==> config.mk <==
export PLATFORM = sky130hd
export DESIGN_NAME = cbat_ctrl
export DESIGN_NICKNAME = d
export VERILOG_FILES = /design/src/rtl/cbat_pkg.sv /design/src/rtl/cbat_ctrl.sv
export SDC_FILE = /design/constraint.sdc
export NUM_CORES = 1
export LEC_CHECK = 0
export ABC_CLOCK_PERIOD_IN_PS = 1200
export BUFFER_PORTS_ARGS = -buffer_cell sky130_fd_sc_hd__buf_2
export CORE_AREA = 2 2 39 41
export CTS_CLUSTER_DIAMETER = 60
export DETAILED_ROUTE_END_ITERATION = 10
export DIE_AREA = 0 0 41 43
export HOLD_SLACK_MARGIN = 0.05
export SYNTH_ARGS = -nofsm -noshare
export SYNTH_HDL_FRONTEND = slang
export SYNTH_SLANG_ARGS = --single-unit
==> constraint.sdc <==
create_clock -name clk -period 1.2 [get_ports clk]
set_clock_uncertainty 0.05 [all_clocks]
set_input_delay 0.24 -clock clk [delete_from_list [all_inputs] [get_ports clk]]
set_output_delay 0.24 -clock clk [all_outputs]
set_load 0.05 [all_outputs]
==> src/rtl/cbat_pkg.sv <==
`timescale 1ns / 1ps

package cbat_pkg;

  localparam int MAX_BUTTONS_DEF = 16;
  localparam int OP_W            = 2;
  localparam int BTN_W           = 4;
  localparam int CFG_W           = 5;

  localparam logic [CFG_W-1:0] BUTTONS_RESET = CFG_W'(16);

  typedef enum logic [OP_W-1:0] {
    OP_PRESS = 2'd0,
    OP_CLEAR = 2'd1,
    OP_QUERY = 2'd2,
    OP_SPARE = 2'd3
  } op_code_t;

  typedef struct packed {
    logic [OP_W-1:0]  operation;
    logic [BTN_W-1:0] button_index;
  } item_t;

  typedef struct packed {
    logic [BTN_W-1:0] oldest_button;
    logic             any_lit;
    logic             addressed_lit;
    logic             bad_index;
  } result_t;

  // controller -> datapath
  typedef struct packed {
    logic load;
    logic scan;
    logic apply;
    logic commit;
    logic cfg_we;
  } dp_cmd_t;

  // datapath -> controller
  typedef struct packed {
    logic last;
  } dp_status_t;

endpackage

==> src/rtl/cbat_ctrl.sv <==
`timescale 1ns / 1ps

module cbat_ctrl import cbat_pkg::*; (
  input  logic       clk,
  input  logic       rst,
  input  logic       req_valid,
  output logic       req_ready,
  output logic       rsp_valid,
  input  logic       rsp_ready,
  input  logic       cfg_valid,
  output dp_cmd_t    cmd,
  input  dp_status_t status
);

  typedef enum logic [1:0] {
    S_IDLE,
    S_SCAN,
    S_APPLY,
    S_FINISH
  } state_t;

  state_t state;
  logic   out_free;

  assign req_ready = (state == S_IDLE);
  assign out_free  = !rsp_valid || rsp_ready;

  always_comb begin
    cmd        = '0;
    cmd.load   = (state == S_IDLE) && req_valid;
    cmd.scan   = (state == S_SCAN);
    cmd.apply  = (state == S_APPLY);
    cmd.commit = (state == S_FINISH) && out_free;
    cmd.cfg_we = cfg_valid;
  end

  always_ff @(posedge clk) begin
    if (rst) begin
      state     <= S_IDLE;
      rsp_valid <= 1'b0;
    end else begin
      // a new result may replace one that leaves in the same cycle
      if ((state == S_FINISH) && out_free) begin
        rsp_valid <= 1'b1;
      end else if (rsp_valid && rsp_ready) begin
        rsp_valid <= 1'b0;
      end
      case (state)
        S_IDLE: begin
          if (req_valid) begin
            state <= S_SCAN;
          end
        end
        S_SCAN: begin
          if (status.last) begin
            state <= S_APPLY;
          end
        end
        S_APPLY: begin
          if (status.last) begin
            state <= S_FINISH;
          end
        end
        S_FINISH: begin
          if (out_free) begin
            state <= S_IDLE;
          end
        end
        default: begin
          state <= S_IDLE;
        end
      endcase
    end
  end

endmodule

==> results of run 1 <==
[per-stage QoR]
step	setup slack, ns	area [sq um]
after CTS	-0.212	537
after floorplan	-0.0352	328
after global routing	-0.220	554
after global placement	-0.0488	438
after detailed placement	-0.0539	438
final	-0.197	554
[report_power, final]
part           switching, mW  total [mW]  internal [mW]  leakage (nW)
Clock                 0.0604       0.186          0.125        0.0150
Combinational          0.451       0.937          0.487         0.217
Sequential            0.0566       0.198          0.141        0.0264
Total                  0.568        1.32          0.753         0.258
[path summary, 6_finish.rpt]
check,from,to,cells past startpoint
hold / removal,rst,state[0]$_SDFFE_PP0P_,2
setup reg to reg,state[1]$_SDFFE_PP0P_,state[1]$_SDFFE_PP0P_,7
setup / recovery,state[0]$_SDFFE_PP0P_,cmd[4],4
hold reg to reg,state[1]$_SDFFE_PP0P_,state[1]$_SDFFE_PP0P_,2
[layer usage]
| metal | part of all wire (%) | wire, um | global-route usage [%] |
|---|---|---|---|
| met1 | 46 | 289 | 11.2 |
| met2 | 42 | 267 | 10.3 |
| met3 | 12 | 77 | 6.28 |
| met4 | 0 | 0 | 4.00 |
| met5 | 0 | 0 | 0 |
[flip-flops by register name, indices dropped and copies added (netlist names)]
register	cells
rsp_valid	1
state	2
[repair_timing]
item	in CTS	in global routing
pin swaps	4	4
gates cloned	0	0
endpoints found under the setup margin	8	7
gates resized for setup	14	3
setup buffers	2	1
[cells in the final DEF (no fill, tap or decap), drive strengths merged, types with 2 or more instances in the layout]
master	instances
ha	4
dfxtp	3
buf	16
inv	3
nor2	2
clkbuf	4
[final cells by class]
type / count / area (sq um)
fill: 136 / 830
multi-input combinational: 18 / 243
timing repair buffer: 16 / 178
sequential: 3 / 68.8
clock buffer: 4 / 26.3
tap: 16 / 20.0
inverter: 3 / 18.8
[worst register-to-register path, cell delays in order, from the launching register on]
cell	delay [ns]
dfxtp_4	0.36
inv_6	0.08
ha_4	0.14
buf_4	0.11
buf_12	0.09
nand2b_4	0.05
and3_4	0.17
o31ai_1	0.18
[cells by family after synthesis]
logic type / Yosys count
AO/OA/AOI/OAI: 6
buffers and inverters: 4
AND/OR/NAND/NOR: 8
flip-flops: 3
adder cells (fa/ha/maj): 4
[Yosys cell counts, drive strengths merged]
cell type	count	area [sq um]
nand3b	1	20.0
ha	4	50.1
dfxtp	3	60.1
a31oi	1	6.26
o21bai	1	7.51
a211oi	1	7.51
a21oi	1	5.00
inv	3	11.3
and2	1	6.26
a21boi	1	7.51
nor2	2	7.51
nand2b	1	6.26
o31ai	1	7.51
nand4	1	6.26
buf	1	7.51
nor2b	1	6.26
and3	1	11.3
==> impl_metrics.json, run 1 <==
{
  "clk_pin_slew_ns": 0.04,
  "max_freq_mhz": 716,
  "num_io_pins": 13,
  "synth.area.mux_share_pct": 0,
  "syn-num-nets": 35,
  "tightest_slew_ns": 0.184,
  "crit_fanout": 3,
  "crit_arrival_ns": 1.11,
  "globalRouteTotalUtil_pct": 8.63,
  "min_period_ns": 1.40,
  "hold_viol_final": 0,
  "totalNegativeSetupSlack_ns": -1.06,
  "dpl.cell_count": 53,
  "antenna_left": 0,
  "io_buffers": 10,
  "num_rows": 14,
  "setup_slack_ns": -0.197,
  "vias_per_cell": 4.07,
  "worst_hold_slack_ns": 0.169,
  "fin_cells": 60,
  "rsz0062_at_grt": "true",
  "path_cells": "inv_4 > ha_4 > and2_4 > buf_8",
  "h-tree-depth": 1,
  "synth-adder-area-share_pct": 21.4,
  "syn_to_final_growth_pct": 137,
  "grt_pass1_wl_um": 952,
  "period_share_pct": 116,
  "die_h_um": 43,
  "cts.sinks": 3,
  "wl_per_cell_um": 10.6,
  "worst_slew_margin_rel_pct": 87.6,
  "holdBufCountCts": 0,
  "clkLatencyLatePin_ns": 0.24,
  "firstDrtPassIters": 4,
  "cellLeakagePower_nw": 0.258,
  "die_area_sq_um": 1760,
  "critical-path-top-delay-family": "flip-flops",
  "power.density_nw_per_um2": 2380,
  "clockBufferDepth": 2,
  "nets": 55,
  "slew_viol_final": 0,
  "cpMaxStageDelayCell": "dfxtp_4",
  "ys_seq_area_share_pct": 25.7,
  "slowest_delay_ns": 0.38,
  "synth_seq_cells": 3,
  "final_util_pct": 40.1,
  "ir_drop_mv": 1.10,
  "max_cap_violations": 0,
  "gp_congestion": 0.735,
  "power.total_mw": 1.32,
  "n_antenna_cell": 0,
  "syn_area_sq_um": 234,
  "r2r_slack_ns": -0.13,
  "drt-initial-drc-count": 1,
  "outcome": "complete, but fails checks",
  "cts_root_buf": "clkbuf_4",
  "synth_compound_area_share_pct": 17.6,
  "synthSimpleGateAreaFrac_pct": 27.3,
  "critPathLaunchType": "flop",
  "hpwl_um": 455,
  "setup_violations": 7,
  "cts_tree": "yes",
  "ys_types": 17,
  "die_x_um": 41,
  "antenna_found_initial": 0,
  "initial_core_util_pct": 16.9,
  "drc": 0,
  "globalRoute.totalOverflow": 0,
  "core_region_area_sq_um": 1380,
  "ys_warn_count": 0,
  "min_path_type": "in -> reg",
  "violations": "negative setup slack",
  "routed_wirelength_um": 634,
  "first_global_vias": 225,
  "numCtsBuffers": 3,
  "grt_max_degree": 5,
  "required_ns": 0.91,
  "layout-drive-gt1-share_pct": 79.5,
  "avgSynthCellArea_sq_um": 9.36,
  "vias": 244,
  "synthCells": 25,
  "synth_top_family_by_area": "simple AND/OR/NAND/NOR gates",
  "worstSetupPathType": "reg -> out",
  "path_buf_inv": 2,
  "crit_path_end_kind": "primary output",
  "synth_xor_area_share_pct": 0
}
Power figures use the tool's default switching activity.
==> run 2: changes to the inputs <==
REMOVE_ABC_BUFFERS = 1   (was unset)
==> impl_metrics.json, run 2 (synthesized netlist as in run 1, its figures left out) <==
{
  "outcome": "complete, but fails checks",
  "violations": "negative setup slack",
  "reg2reg_depth": 5,
  "gp_congestion": 0.721,
  "vias": 246,
  "cts_root_buf": "clkbuf_4",
  "die_area_sq_um": 1760,
  "cpMaxStageDelayCell": "dfxtp_4",
  "hold_viol_final": 0,
  "sw_frac_of_total_pct": 46.5,
  "die_x_um": 41,
  "wl_per_cell_um": 11.1,
  "antenna_found_initial": 0,
  "n_fill_cell": 154,
  "cellLeakagePower_nw": 0.224,
  "first_global_vias": 269,
  "postCtsSetupBuffers": 0,
  "min_period_ns": 1.40,
  "postLayoutCellArea_sq_um": 463,
  "period_share_pct": 117,
  "top_layer": "met4",
  "vias_per_cell": 4.24,
  "slowest_delay_ns": 0.38,
  "comb_power_share_pct": 64.2,
  "slew_viol_final": 0,
  "final_common_cell": "buf_2",
  "mostFrequentLayoutCells": "buf_2 (5), buf_4 (4), ha_4 (3), clkbuf_4 (3), buf_8 (3)",
  "num_rows": 14,
  "clkLatencyLatePin_ns": 0.23,
  "clockBufferDepth": 2,
  "max_freq_mhz": 712,
  "globalRouteTotalUtil_pct": 10.0,
  "nets": 53,
  "worstHoldPathCells": 2,
  "r2r_start": "state[1]$_SDFFE_PP0P_",
  "numCtsBuffers": 3,
  "critPathLaunchType": "flop",
  "ir_drop_mv": 0.911,
  "firstDrtPassIters": 3,
  "grt_pass1_wl_um": 1100,
  "setup_slack_ns": -0.204,
  "final_util_pct": 33.5,
  "dr_wl_met2_um": 325,
  "cts_tree": "yes",
  "grt_max_degree": 5,
  "setup_violations": 7,
  "tightest_slew_ns": 0.236,
  "crit_arrival_ns": 1.11,
  "worst_slew_margin_rel_pct": 84.2,
  "placed_cell_area_sq_um": 327,
  "power.total_mw": 1.06,
  "initial_core_util_pct": 16.9,
  "p_int_mw": 0.567,
  "power.density_nw_per_um2": 2290,
  "hp-start": "rst",
  "pwr-share-seq_pct": 18.9,
  "wl_met3_um": 25,
  "max_cap_violations": 0,
  "path_cells": "inv_4 > ha_2 > buf_4 > buf_8",
  "m1WireLength_um": 278,
  "largest_reg_flops": 2,
  "antenna_left": 0,
  "worstSetupPathType": "reg -> out",
  "die_h_um": 43,
  "syn_to_final_growth_pct": 97.9,
  "fin_cells": 58,
  "num_io_pins": 13,
  "n_antenna_cell": 0,
  "cts.sinks": 3,
  "dpl.cell_count": 54,
  "clk_pin_slew_ns": 0.04,
  "crit_path_end_kind": "primary output",
  "drt-initial-drc-count": 8,
  "rsz0062_at_grt": "true",
  "core_region_area_sq_um": 1380,
  "power_frac_clock_pct": 16.8,
  "totalNegativeSetupSlack_ns": -1.16,
  "drc": 0,
  "regMostFlops": "state",
  "routed_wirelength_um": 644,
  "layout-drive-gt1-share_pct": 71.4,
  "h-tree-depth": 1,
  "power.switching_mw": 0.493,
  "holdBufCountCts": 0,
  "hpwl_um": 424,
  "crit_fanout": 3,
  "largestRegisters": "state (2), rsp_valid (1)",
  "globalRoute.totalOverflow": 0,
  "cp-startpoint": "state[1]$_SDFFE_PP0P_",
  "min_path_type": "in -> reg",
  "required_ns": 0.91,
  "io_buffers": 10
}
run 2: cell type report:
type / instances / area [sq um] / share of cell area, %
timing repair buffer: 14 / 123 / 26.5
multi-input combinational: 18 / 209 / 45.1
tap: 16 / 20.0 / 4.32
clock buffer: 4 / 26.3 / 5.68
sequential: 3 / 68.8 / 14.9
inverter: 3 / 16.3 / 3.51
run 2: metal layers:
layer	track usage [%]	vias up
met4	14.0	0
li1	-	121
met1	11.2	114
met3	1.57	2
met2	12.8	9
met5	0	-
run 2: path summary, 6_finish.rpt:
kind / endpoint / slack, ns
worst min register to register: rsp_valid$_SDFFE_PP0P_ / 0.52
worst max register to register: state[0]$_SDFFE_PP0P_ / -0.13
worst max-delay path: cmd[3] / -0.20
worst min-delay path: rsp_valid$_SDFFE_PP0P_ / 0.17
run 2: worst max-delay path: cells and delay by family, from the launching register on:
family	cells	cell delay (ns)
buffers and inverters	3	0.33
flip-flops	1	0.38
adder cells (fa/ha/maj)	1	0.17
run 2: power groups by stage:
stage / registers, mW / logic, mW / clock network [mW]
6_report: 0.201 / 0.681 / 0.178
5_1_grt: 0.206 / 0.735 / 0.196
4_1_cts: 0.196 / 0.673 / 0.189
3_5_place_dp: 0.158 / 0.513 / 0
3_3_place_gp: 0.155 / 0.519 / 0
2_1_floorplan: 0.167 / 0.377 / 0
run 2: per-stage QoR:
stage	hold slack, ns	worst slack, ns
after floorplan	0.262	-0.490
after global placement	0.414	-0.130
after detailed placement	0.412	-0.176
after CTS	0.157	-0.212
after global routing	0.159	-0.243
final	0.168	-0.204
run 2: what timing repair did:
item                                    in CTS  in global routing
endpoints found under the setup margin       8                  8
resized for setup                           30                  2
pin swaps                                    1                  1
