## config.mk

```make
export PLATFORM = sky130hd
export DESIGN_NAME = cbat_datapath
export DESIGN_NICKNAME = d
export VERILOG_FILES = /design/src/rtl/cbat_pkg.sv /design/src/rtl/cbat_datapath.sv
export SDC_FILE = /design/constraint.sdc
export NUM_CORES = 1
export LEC_CHECK = 0
export BUFFER_PORTS_ARGS = -buffer_cell sky130_fd_sc_hd__buf_2
export CELL_PAD_IN_SITES_DETAIL_PLACEMENT = 1
export CELL_PAD_IN_SITES_GLOBAL_PLACEMENT = 1
export CORE_UTILIZATION = 45
export DETAILED_ROUTE_END_ITERATION = 6
export PLACE_DENSITY_LB_ADDON = 0.3
export RECOVER_POWER = 50
export SYNTH_ARGS = -nofsm -noshare
export SYNTH_HDL_FRONTEND = slang
export SYNTH_SLANG_ARGS = --single-unit
```

## constraint.sdc

```tcl
create_clock -name clk -period 4.6 [get_ports clk]
set_input_delay 0.23 -clock clk [delete_from_list [all_inputs] [get_ports clk]]
set_output_delay 0.23 -clock clk [all_outputs]
set_load 0.05 [all_outputs]
```

## src/rtl/cbat_pkg.sv

```systemverilog
`timescale 1ns / 1ps

package cbat_pkg;

  localparam int MAX_BUTTONS_DEF = 16;
  localparam int OP_W            = 2;
  localparam int BTN_W           = 4;
  localparam int CFG_W           = 5;

  localparam logic [CFG_W-1:0] BUTTONS_RESET = CFG_W'(16);

  typedef enum logic [OP_W-1:0] {
    OP_PRESS = 2'd0,
    OP_CLEAR = 2'd1,
    OP_QUERY = 2'd2,
    OP_SPARE = 2'd3
  } op_code_t;

  typedef struct packed {
    logic [OP_W-1:0]  operation;
    logic [BTN_W-1:0] button_index;
  } item_t;

  typedef struct packed {
    logic [BTN_W-1:0] oldest_button;
    logic             any_lit;
    logic             addressed_lit;
    logic             bad_index;
  } result_t;

  // controller -> datapath
  typedef struct packed {
    logic load;
    logic scan;
    logic apply;
    logic commit;
    logic cfg_we;
  } dp_cmd_t;

  // datapath -> controller
  typedef struct packed {
    logic last;
  } dp_status_t;

endpackage

```

## src/rtl/cbat_datapath.sv

```systemverilog
`timescale 1ns / 1ps

module cbat_datapath import cbat_pkg::*; #(
  parameter int MAX_BUTTONS = MAX_BUTTONS_DEF
) (
  input  logic             clk,
  input  logic             rst,
  input  dp_cmd_t          cmd,
  output dp_status_t       status,
  input  item_t            item,
  input  logic [CFG_W-1:0] cfg_data,
  output result_t          result
);

  localparam int IDX_W  = $clog2(MAX_BUTTONS);
  localparam int RANK_W = $clog2(MAX_BUTTONS + 1);

  // entry ring: position 0 is the head, the ring turns one place per step
  logic              lit_ring  [MAX_BUTTONS];
  logic [RANK_W-1:0] rank_ring [MAX_BUTTONS];

  logic [CFG_W-1:0]  buttons_in_use;
  logic [IDX_W-1:0]  cnt;
  logic [OP_W-1:0]   op_q;
  logic [BTN_W-1:0]  idx_q;
  logic              bad_q;
  logic              lit_b;
  logic [RANK_W-1:0] rank_b;
  logic [RANK_W-1:0] lit_count;
  logic              found;
  logic [IDX_W-1:0]  best_idx;
  logic [RANK_W-1:0] best_rank;

  logic              is_press;
  logic              is_clear;
  logic              act;
  logic              is_tgt;
  logic              bad_in;
  logic              head_lit_next;
  logic [RANK_W-1:0] head_rank_next;
  logic [RANK_W-1:0] lit_count_next;
  logic              addr_lit;

  assign status.last = (cnt == IDX_W'(MAX_BUTTONS - 1));

  assign bad_in = (32'(item.button_index) >= 32'(buttons_in_use)) ||
                  (32'(item.button_index) >= MAX_BUTTONS);

  assign is_press = (op_q == OP_PRESS);
  assign is_clear = (op_q == OP_CLEAR);
  // clear of an unlit button and queries leave the state alone
  assign act      = !bad_q && (is_press || (is_clear && lit_b));
  assign is_tgt   = (32'(cnt) == 32'(idx_q));

  always_comb begin
    head_lit_next  = lit_ring[0];
    head_rank_next = rank_ring[0];
    if (act) begin
      if (is_tgt) begin
        if (is_press) begin
          head_lit_next  = 1'b1;
          head_rank_next = lit_b ? lit_count : lit_count + RANK_W'(1);
        end else begin
          head_lit_next  = 1'b0;
          head_rank_next = '0;
        end
      end else if (lit_b && lit_ring[0] && (rank_ring[0] > rank_b)) begin
        head_rank_next = rank_ring[0] - RANK_W'(1);
      end
    end
  end

  always_comb begin
    lit_count_next = lit_count;
    if (act && is_press && !lit_b) begin
      lit_count_next = lit_count + RANK_W'(1);
    end else if (act && is_clear) begin
      lit_count_next = lit_count - RANK_W'(1);
    end
  end

  always_comb begin
    if (bad_q) begin
      addr_lit = 1'b0;
    end else if (is_press) begin
      addr_lit = 1'b1;
    end else if (is_clear) begin
      addr_lit = 1'b0;
    end else begin
      addr_lit = lit_b;
    end
  end

  always_ff @(posedge clk) begin
    if (rst) begin
      buttons_in_use <= BUTTONS_RESET;
      lit_count      <= '0;
      for (int i = 0; i < MAX_BUTTONS; i++) begin
        lit_ring[i]  <= 1'b0;
        rank_ring[i] <= '0;
      end
    end else begin
      if (cmd.cfg_we) begin
        buttons_in_use <= cfg_data;
      end
      if (cmd.scan || cmd.apply) begin
        for (int i = 0; i < MAX_BUTTONS - 1; i++) begin
          lit_ring[i]  <= lit_ring[i+1];
          rank_ring[i] <= rank_ring[i+1];
        end
        lit_ring[MAX_BUTTONS-1]  <= cmd.apply ? head_lit_next : lit_ring[0];
        rank_ring[MAX_BUTTONS-1] <= cmd.apply ? head_rank_next : rank_ring[0];
      end
      if (cmd.commit) begin
        lit_count <= lit_count_next;
      end
    end
  end

  always_ff @(posedge clk) begin
    if (cmd.load) begin
      op_q      <= item.operation;
      idx_q     <= item.button_index;
      bad_q     <= bad_in;
      cnt       <= '0;
      lit_b     <= 1'b0;
      rank_b    <= '0;
      found     <= 1'b0;
      best_idx  <= '0;
      best_rank <= '0;
    end else if (cmd.scan || cmd.apply) begin
      cnt <= status.last ? '0 : cnt + IDX_W'(1);
      if (cmd.scan && is_tgt) begin
        lit_b  <= lit_ring[0];
        rank_b <= rank_ring[0];
      end
      // ascending index order with a strict compare: lowest index wins ties
      if (cmd.apply && head_lit_next && (!found || head_rank_next < best_rank)) begin
        found     <= 1'b1;
        best_idx  <= cnt;
        best_rank <= head_rank_next;
      end
    end
    if (cmd.commit) begin
      result.oldest_button <= found ? BTN_W'(best_idx) : '0;
      result.any_lit       <= (lit_count_next != '0);
      result.addressed_lit <= addr_lit;
      result.bad_index     <= bad_q;
    end
  end

endmodule
```

==> flow_summary_export.csv, run 1 <==
group,metric,value,unit
status,status,"finished, violations left",
status,failed_checks,"capacitance limit, slew limit",
global_route,gr-max-usage-layer,"met2",
yosys,synth_adder_area_share,3.47,%
run,max-cap-violations,2,
yosys,avgSynthCellArea,12.6,µm²
final_layout,n_antenna_cell,0,
yosys,synth_xor_xnor_area_share,2.14,%
die,die_w,119,µm
yosys,synth.cell_area,6140,µm²
die,ioPinCount,26,
final_layout,drive_gt1_share,12.1,%
placed_design,finalWeightedCongestion,0.880,
yosys,synth_mux_area_share,1.65,%
setup_path,worstSetupPathType,"reg2reg",
sta,tightest_slew,2360,ps
placed_design,dp_hpwl,7.66,mm
clocking,cts_setup_buffers,0,
clocking,htree_levels,4,
yosys,yosysMostFrequentCell,"edfxtp_1",
yosys,yosys.area_share.simple,18.3,%
setup_path,critPathArrivalTime,4030,ps
yosys,yosys.area.top_type_share,53.8,%
setup_path,required,4920,ps
placed_design,placed_area,6450,µm²
clocking,clkTransAtPathRegs,60,ps
yosys,synth_edf_count,110,
sta,tns,0,ps
sta,period_share,80.6,%
yosys,synth_commonest_cells,"edfxtp_1, and2_1, nor2_1, nor2b_1, dfxtp_1",
yosys,synth_flop_cell,"edfxtp_1",
yosys,synth_nets,524,
global_route,grt_pass1_vias,3968,
sta,fmax,0.270,GHz
yosys,synthArstFlopShare,0,%
clocking,cts_tree,"yes",
final_layout,fin_nets,559,
yosys,ys_types,59,
sta,hold_viol,0,
detailed_routing,wl_per_cell,17.2,µm
sta,slew_violations,110,
sta,rsz0062_at_grt,"false",
global_route,groute.usage.overall,19.2,%
final_layout,stdcell_area,7070,µm²
detailed_routing,drc,0,
detailed_routing,drt_wl_total,12.3,mm
yosys,ys_ff_latch,140,
setup_path,worstSetupStartpointType,"register",
die,fp.dieArea,14100,µm²
global_route,globalRouteMet1Util,24.0,%
power,vdd.ir_drop.worst,0.000253,V
power,p_leak,2.65,nW
placed_design,port_buffers,25,
clocking,clock_tree.root_cell,"clkbuf_16",
yosys,ys_warn_count,0,
yosys,synth_top_family_by_area,"simple AND/OR/NAND/NOR gates",
min_path,whs_path_depth,2,
detailed_routing,viasPerCell,5.21,
final_layout,fillers,1338,
global_route,grt_max_degree,61,
min_path,worstHoldPathType,"in2reg",
die,coreArea,13300,µm²
global_route,overflow,0,
global_route,grt_pass1_wl,20.5,mm
clocking,clk_path_buf_depth,2,
sta,fin_crit,3710,ps
detailed_routing,via_count,3716,
detailed_routing,ant_nets,0,
clocking,clock-sinks,140,
die,start_util,46.2,%
global_route,use_met2,31.7,%
final_layout,areaGrowthSynthToFinish,15.2,%
setup_path,crit_fanout,8,
power,power_per_cell_area,430,nW/µm²
setup_path,r2r_cells,12,
yosys,synth_area_leader_cell,"edfxtp_1",
clocking,clock_latency,420,ps
sta,skew,7.30,ps
yosys,yosysSeqAreaShare,63.6,%
global_route,antenna_found_initial,0,
sta,final-setup-viol-count,0,
detailed_routing,drtIter0Drc,226,
die,die_h,119,µm
detailed_routing,dr.pass1.iters,4,
global_route,gr-usage-met3,5.45,%
clocking,cts_buffers,17,
yosys,syn_inst,489,
die,row_count,42,
yosys,synth_compound_area_share,8.40,%
sta,relSlewSlack,-57.6,%
setup_path,endpoint_kind,"register",
yosys,synthTopCellsByArea,"edfxtp_1, dfxtp_1, and2_1",
flip-flops by register name, indices dropped and copies added (netlist names):
register / cells
rank_ring: 80
lit_ring: 16
result: 7
best_rank: 5
buttons_in_use: 5
lit_count: 5
rank_b: 5
best_idx: 4
cnt: 4
idx_q: 4
op_q: 2
bad_q: 1
found: 1
lit_b: 1
path summary, 6_finish.rpt:
check | start | endpoint | slack (ps)
max | rank_ring[0][2]$_SDFFCE_PN0P_ | best_rank[2]$_SDFFE_PP0P_ | 890
max reg2reg | rank_ring[0][2]$_SDFFCE_PN0P_ | best_rank[2]$_SDFFE_PP0P_ | 890
min reg2reg | best_idx[2]$_SDFFE_PP0P_ | best_idx[2]$_SDFFE_PP0P_ | 480
min | cfg_data[4] | buttons_in_use[4]$_SDFFE_PP1P_ | 30
layout make-up:
cell class / count / area [µm²] / share of cell area [%]
clock buffers: 18 / 429 / 6.07
repair buffers: 34 / 181 / 2.57
well taps: 176 / 220 / 3.12
flip-flops and latches: 140 / 3900 / 55.2
inverters: 21 / 78.8 / 1.12
clock inverters: 14 / 161 / 2.28
multi-input cells: 310 / 2090 / 29.6
worst max-delay path, cell delays in order (launching register included):
cell and delay [ps]:
edfxtp_1 510, ha_1 350, nand4_1 140, o211a_1 300, o21ai_1 250, a21oi_1 120, o21ai_0 430, ha_1 280
nor2_1 60, nor3_1 460, o31a_2 360, nor2_1 70, a311oi_2 270
power breakdown:
part	switching [mW]	total, mW	internal [mW]
registers	0.0355	1.48	1.44
logic	0.120	0.189	0.0686
clock network	0.563	1.37	0.810
total	0.719	3.04	2.32
metrics by stage:
| stage | setup slack (ps) | hold slack, ps | cells | utilization (%) | total power, mW |
|---|---|---|---|---|---|
| 2_1_floorplan | 1490 | 329 | 489 | - | 1.63 |
| 3_3_place_gp | 1280 | 412 | 676 | 48.5 | 1.68 |
| 3_5_place_dp | 933 | 409 | 676 | 48.5 | 1.69 |
| 4_1_cts | 964 | 9.47 | 713 | 53.3 | 3.08 |
| 5_1_grt | 622 | 29.4 | 713 | 53.2 | 3.14 |
| 6_report | 891 | 31.5 | 713 | 53.2 | 3.04 |
cell usage in the layout, fill, tap and decap left out, types with 3 or more instances in the layout:
cell type	synthesis	final
xor2_1	7	7
o211ai_1	4	4
clkbuf_16	0	17
nand2_1	14	14
clkbuf_1	17	16
buf_2	1	12
and2_1	65	14
ha_1	17	17
dlygate4sd3_1	0	5
o21ai_1	6	6
inv_6	0	4
nor2_1	37	36
nand2b_1	7	7
o21ai_0	9	9
and2_0	0	51
a21oi_1	29	29
edfxtp_1	110	110
nor2b_1	33	33
nand4_1	3	3
mux2i_1	9	9
nand3_1	8	8
clkinvlp_4	0	5
dfxtp_1	30	30
inv_1	21	21
xnor2_1	8	8
nor3_1	8	8
cells by family after synthesis:
group	Yosys count
simple gates	194
flops	140
compound gates	74
buf+inv	39
fa+ha+maj	17
xor+xnor	15
mux	10
per-layer routing:
layer  up-vias  share of wire (%)
li1       1807                  -
met1      1847                 46
met2        51                 49
met3        11                3.4
met4         0                1.3
met5         -                  0
timing repair:
action / CTS / global route
resized for setup: 0 / 0
hold buffers: 5 / 0
hold endpoints to repair: 5 / 0
Note: power is estimated with default switching activity, not from simulation.
==> run 2, diff against run 1 <==
==> constraint.sdc (replaced) <==
create_clock -name clk -period 3.8 [get_ports clk]
set_input_delay 0.19 -clock clk [delete_from_list [all_inputs] [get_ports clk]]
set_output_delay 0.19 -clock clk [all_outputs]
set_load 0.05 [all_outputs]
==> run 2 against run 1 <==
The run still ends with capacitance limit, slew limit left; die area unchanged; wire length shrank 1.4%; total power rose by 23%; combinational power rose by 24%; largest cell class unchanged; largest power group unchanged.
==> flow_summary_export.csv, run 2 (synthesis results as in run 1) <==
group,metric,value,unit
clocking,cts_tree,"yes",
placed_design,dp_hpwl,7.64,mm
placed_design,port_buffers,25,
setup_path,endpoint_kind,"register",
die,row_count,42,
clocking,clock_latency,420,ps
power,vdd.ir_drop.worst,0.000382,V
sta,tns,0,ps
clocking,cts_setup_buffers,0,
die,die_w,119,µm
setup_path,path_cells,"ha_1 -> nand4_1 -> o211a_1 -> o21ai_1 -> a21oi_1 -> o21ai_0 -> ha_1 -> nor2_1 -> nor3_2 -> o31a_2 -> nor2_1 -> a311oi_2",
detailed_routing,via_count,3756,
setup_path,worstSetupPathType,"reg2reg",
detailed_routing,viasPerCell,5.24,
clocking,htree_levels,4,
final_layout,reg_top3,"rank_ring: 80 flops, lit_ring: 16 flops, result: 7 flops",
power,power_per_cell_area,523,nW/µm²
final_layout,layout_commonest_cell,"edfxtp_1",
die,fp.dieArea,14100,µm²
final_layout,areaGrowthSynthToFinish,16.5,%
sta,hold_viol,0,
power,p_leak,2.76,nW
sta,fin_crit,3430,ps
sta,slew_violations,136,
global_route,grt_pass1_wl,20.6,mm
sta,final-setup-viol-count,0,
setup_path,critPathArrivalTime,3750,ps
global_route,grt_max_degree,97,
sta,relSlewSlack,-55.3,%
status,failed_checks,"capacitance limit, slew limit",
die,start_util,46.2,%
sta,fmax,0.292,GHz
final_layout,top_register,"rank_ring",
status,status,"finished, violations left",
final_layout,mostFrequentLayoutCells,"edfxtp_1, and2_1, nor2_1, nor2b_1, dfxtp_1",
global_route,antenna_found_initial,0,
setup_path,crit_family,"compound AO/OA/AOI/OAI gates",
detailed_routing,drc,0,
min_path,worstHoldPathType,"in2reg",
setup_path,cpPeakStageDelay,470,ps
sta,tightest_slew,2330,ps
sta,period_share,90.3,%
detailed_routing,wl_per_cell,16.8,µm
final_layout,n_antenna_cell,0,
detailed_routing,ant_nets,0,
detailed_routing,dr.pass1.iters,5,
power,power,3.74,mW
setup_path,cp_slowest_cell,"edfxtp_1",
clocking,clkTransAtPathRegs,60,ps
global_route,grt_pass1_vias,4002,
run,max-cap-violations,2,
detailed_routing,drtIter0Drc,234,
clocking,clk_path_buf_depth,2,
global_route,groute.usage.overall,19.2,%
die,die_h,119,µm
setup_path,worstSetupStartpointType,"register",
global_route,overflow,0,
clocking,clock-sinks,140,
clocking,cts_buffers,17,
setup_path,path_buf_inv,0,
die,coreArea,13300,µm²
final_layout,largest_reg_flops,80,
final_layout,fillers,1324,
placed_design,finalWeightedCongestion,0.860,
die,ioPinCount,26,
clocking,clock_tree.root_cell,"clkbuf_16",
final_layout,fin_nets,563,
sta,skew,9.64,ps
final_layout,drive_gt1_share,13.5,%
detailed_routing,drt_wl_total,12.1,mm
sta,rsz0062_at_grt,"false",
setup_path,crit_fanout,8,
setup_path,required,4120,ps
## run 2: path summary, 6_finish.rpt
| path | startpoint | end | slack (ps) | depth (start not counted) |
|---|---|---|---|---|
| max | rank_ring[0][3]$_SDFFCE_PN0P_ | best_rank[2]$_SDFFE_PP0P_ | 370 | 12 |
| min | cfg_data[0] | buttons_in_use[0]$_SDFFE_PP0P_ | 20 | 3 |
| max reg2reg | rank_ring[0][3]$_SDFFCE_PN0P_ | best_rank[2]$_SDFFE_PP0P_ | 370 | 12 |
| min reg2reg | best_idx[3]$_SDFFE_PP0P_ | best_idx[3]$_SDFFE_PP0P_ | 480 | 2 |
## run 2: layer usage
layer	global-route usage [%]	vias up	routed length [µm]
li1	-	1815	-
met1	24.1	1876	5440
met2	30.8	47	6010
met3	5.45	18	394
met4	8.54	0	244
met5	0	-	0
## run 2: per-stage QoR
step	hold slack, ps	instances	utilization (%)	setup slack, ps	instance area [µm²]
4_1_cts	2.75	717	54.0	202	7170
2_1_floorplan	289	489	-	734	6140
3_5_place_dp	370	676	48.6	228	6460
3_3_place_gp	374	676	48.6	496	6460
6_report	18.0	717	53.8	370	7150
5_1_grt	16.1	717	53.8	59.5	7150
## run 2: tightest hold or removal path, cell delays in order
cell and delay, ps:
buf_2 80, mux2i_1 60, nor2_1 80
## run 2: cell type report
type                    count  area [µm²]  area share [%]
repair buffers             38         230            3.22
flip-flops and latches    140        3900            54.6
inverters                  21        78.8            1.10
clock buffers              20         457            6.39
clock inverters            12         163            2.28
well taps                 176         220            3.08
multi-input cells         310        2090            29.3
## run 2: what timing repair did
action	4_1_cts	5_1_grt
hold buffers	9	0
gates resized for setup	0	1
endpoints found under the setup margin	0	5
hold endpoints to repair	9	0
## run 2: where the power goes
part | total [mW] | leakage (nW) | internal [mW] | switching (mW)
clock network | 1.71 | 0.297 | 1.07 | 0.642
logic | 0.235 | 0.973 | 0.0876 | 0.147
registers | 1.79 | 1.49 | 1.75 | 0.0417
total | 3.74 | 2.76 | 2.91 | 0.831
==> run 3, diff against run 2 <==
--- a/config.mk
+++ b/config.mk
@@ -8,7 +8,7 @@
 export BUFFER_PORTS_ARGS = -buffer_cell sky130_fd_sc_hd__buf_2
 export CELL_PAD_IN_SITES_DETAIL_PLACEMENT = 1
 export CELL_PAD_IN_SITES_GLOBAL_PLACEMENT = 1
-export CORE_UTILIZATION = 45
+export CORE_UTILIZATION = 50
 export DETAILED_ROUTE_END_ITERATION = 6
 export PLACE_DENSITY_LB_ADDON = 0.3
 export RECOVER_POWER = 50
==> run 3 against run 2 <==
The run still ends with capacitance limit, slew limit left; non-clock buffer count is 1 lower; first-iteration DRC count grew 1.7%; hold slack gained 1.9 ps; sequential power about the same; die area is 9.8% lower; design area fell by 1.1%; utilization grew 5.1 points; total power is 1.3% lower; wire length increased by 5.1%; global-route usage grew 2.8 points; critical path type unchanged; largest cell class unchanged.
==> flow_summary_export.csv, run 3 (synthesis results as in run 1) <==
group,metric,value,unit
placed_design,placed_area,6420,µm²
sta,relSlewSlack,-26.1,%
final_layout,multi_input_area,2090,µm²
sta,layout_setup_ws,314,ps
clocking,clock_latency,420,ps
setup_path,endpoint_kind,"register",
die,fp.dieArea,12700,µm²
final_layout,reg_top3,"rank_ring: 80 flops, lit_ring: 16 flops, result: 7 flops",
detailed_routing,drt_wl_total,12.7,mm
sta,fin_crit,3490,ps
sta,hold_viol,0,
final_layout,fillers,1206,
final_layout,stdcell_area,7070,µm²
power,p_leak,2.69,nW
setup_path,worstSetupPathType,"reg2reg",
final_layout,mostFrequentLayoutCells,"edfxtp_1, and2_0, nor2_1, nor2b_1, dfxtp_1",
global_route,antenna_found_initial,0,
clocking,htree_levels,4,
power,cellInternalPower,2.87,mW
sta,skew,6.89,ps
placed_design,pre_cts_ws,209,ps
placed_design,port_buffers,25,
power,vdd.ir_drop.worst,0.000365,V
setup_path,path_buf_inv,0,
setup_path,crit_cells,12,
die,die_w,113,µm
sta,slew_violations,100,
min_path,worstHoldPathType,"in2reg",
clocking,clkTransAtPathRegs,60,ps
detailed_routing,drtIter0Drc,238,
detailed_routing,drc,0,
min_path,whs_path_depth,3,
sta,fmax,0.287,GHz
final_layout,areaGrowthSynthToFinish,15.1,%
final_layout,largest_reg_flops,80,
placed_design,finalWeightedCongestion,0.831,
clocking,clock_tree.root_cell,"clkbuf_16",
power,p_sw,0.824,mW
final_layout,layout_commonest_cell,"edfxtp_1",
detailed_routing,dr.pass1.iters,4,
power,pwr-share-clk,45.1,%
final_layout,fin_nets,562,
die,row_count,40,
setup_path,crit_family,"compound AO/OA/AOI/OAI gates",
power,swShare,22.3,%
global_route,grt_max_degree,61,
sta,tns,0,ps
status,failed_checks,"capacitance limit, slew limit",
sta,rsz0062_at_grt,"false",
final_layout,top_register,"rank_ring",
die,ioPinCount,26,
final_layout,fin_util,58.8,%
detailed_routing,viasPerCell,5.56,
setup_path,crit_fanout,8,
setup_path,r2r_slack,310,ps
global_route,grt_pass1_wl,20.9,mm
sta,tightest_slew,1890,ps
global_route,grt_pass1_vias,4136,
clocking,clk_path_buf_depth,2,
clocking,cts_tree,"yes",
setup_path,critPathArrivalTime,3810,ps
power,power,3.69,mW
global_route,overflow,0,
detailed_routing,ant_nets,0,
sta,final-setup-viol-count,0,
detailed_routing,wl_per_cell,18.5,µm
clocking,clock-sinks,140,
run,max-cap-violations,2,
setup_path,r2r_cells,12,
setup_path,worstSetupStartpointType,"register",
final_layout,n_antenna_cell,0,
setup_path,required,4120,ps
placed_design,dp_hpwl,7.81,mm
power,p_seq_share,48.5,%
sta,period_share,91.7,%
power,power_per_cell_area,522,nW/µm²
power,pwr-share-comb,6.3,%
die,die_h,113,µm
status,status,"finished, violations left",
die,coreArea,12000,µm²
die,start_util,51.1,%
clocking,cts_buffers,17,
setup_path,path_cells,"ha_1 -> a21oi_1 -> a21boi_2 -> o21ai_1 -> a21oi_1 -> o21ai_0 -> ha_1 -> nor2_1 -> nor3_2 -> o31a_2 -> nor2_1 -> a311oi_2",
detailed_routing,via_count,3815,
final_layout,drive_gt1_share,12.1,%
setup_path,cp_slowest_cell,"edfxtp_1",
setup_path,cpPeakStageDelay,470,ps
final_layout,register_area,3900,µm²
global_route,groute.usage.overall,22.0,%
-- run 3: changes by cell type in the layout (fill, tap and decap cells not counted), moves of 2 or more --
cell	previous run	this run
and2_0	2	44
and2_1	63	21
dlygate4sd3_1	9	7
buf_4	2	4
clkbuf_8	2	4
buf_2	18	11
clkbuf_1	9	16
clkinv_4	5	2
-- run 3: worst paths after layout --
kind                                 startpoint                             end
setup / recovery  rank_ring[0][3]$_SDFFCE_PN0P_       best_rank[2]$_SDFFE_PP0P_
hold / removal                      cfg_data[0]  buttons_in_use[0]$_SDFFE_PP0P_
setup reg to reg  rank_ring[0][3]$_SDFFCE_PN0P_       best_rank[2]$_SDFFE_PP0P_
hold reg to reg        best_idx[2]$_SDFFE_PP0P_        best_idx[2]$_SDFFE_PP0P_
-- run 3: stage by stage --
step	hold slack [ps]	std cells
after floorplan	289	489
after CTS	10.3	686
final	20.0	686
after global placement	375	648
after detailed placement	372	648
after global routing	48.0	686
-- run 3: power groups by stage --
stage	registers [mW]	clock network (mW)	logic (mW)
after global placement	1.82	0	0.218
after CTS	1.79	1.70	0.239
after global routing	1.80	1.75	0.258
final	1.79	1.66	0.234
after floorplan	1.82	0	0.150
after detailed placement	1.82	0	0.228
-- run 3: area by class of cell --
type / instances / area share (%)
well taps: 147 / 2.60
clock inverters: 9 / 1.58
flip-flops and latches: 140 / 55.2
repair buffers: 37 / 2.99
multi-input cells: 310 / 29.6
clock buffers: 22 / 6.85
inverters: 21 / 1.12
-- run 3: worst register-to-register path, cell delays in order (launching register included) --
cell      delay (ps)
edfxtp_1         470
ha_1             360
a21oi_1          240
a21boi_2         140
o21ai_1          390
a21oi_1          120
o21ai_0          420
ha_1             280
nor2_1            60
nor3_2           260
o31a_2           310
nor2_1            70
a311oi_2         270
-- run 3: layer usage --
metal	global-route usage (%)	part of all wire, %	up-vias
li1	-	-	1816
met1	26.2	42	1897
met2	37.6	51	72
met3	4.82	3.8	30
met4	11.5	2.7	0
met5	0	0	-
-- run 3: what timing repair did --
| action | CTS | global route |
|---|---|---|
| hold buffers | 7 | 0 |
| endpoints found under the setup margin | 0 | 2 |
| endpoints found under the hold margin | 7 | 0 |
| resized for setup | 0 | 1 |
| setup buffers | 0 | 0 |
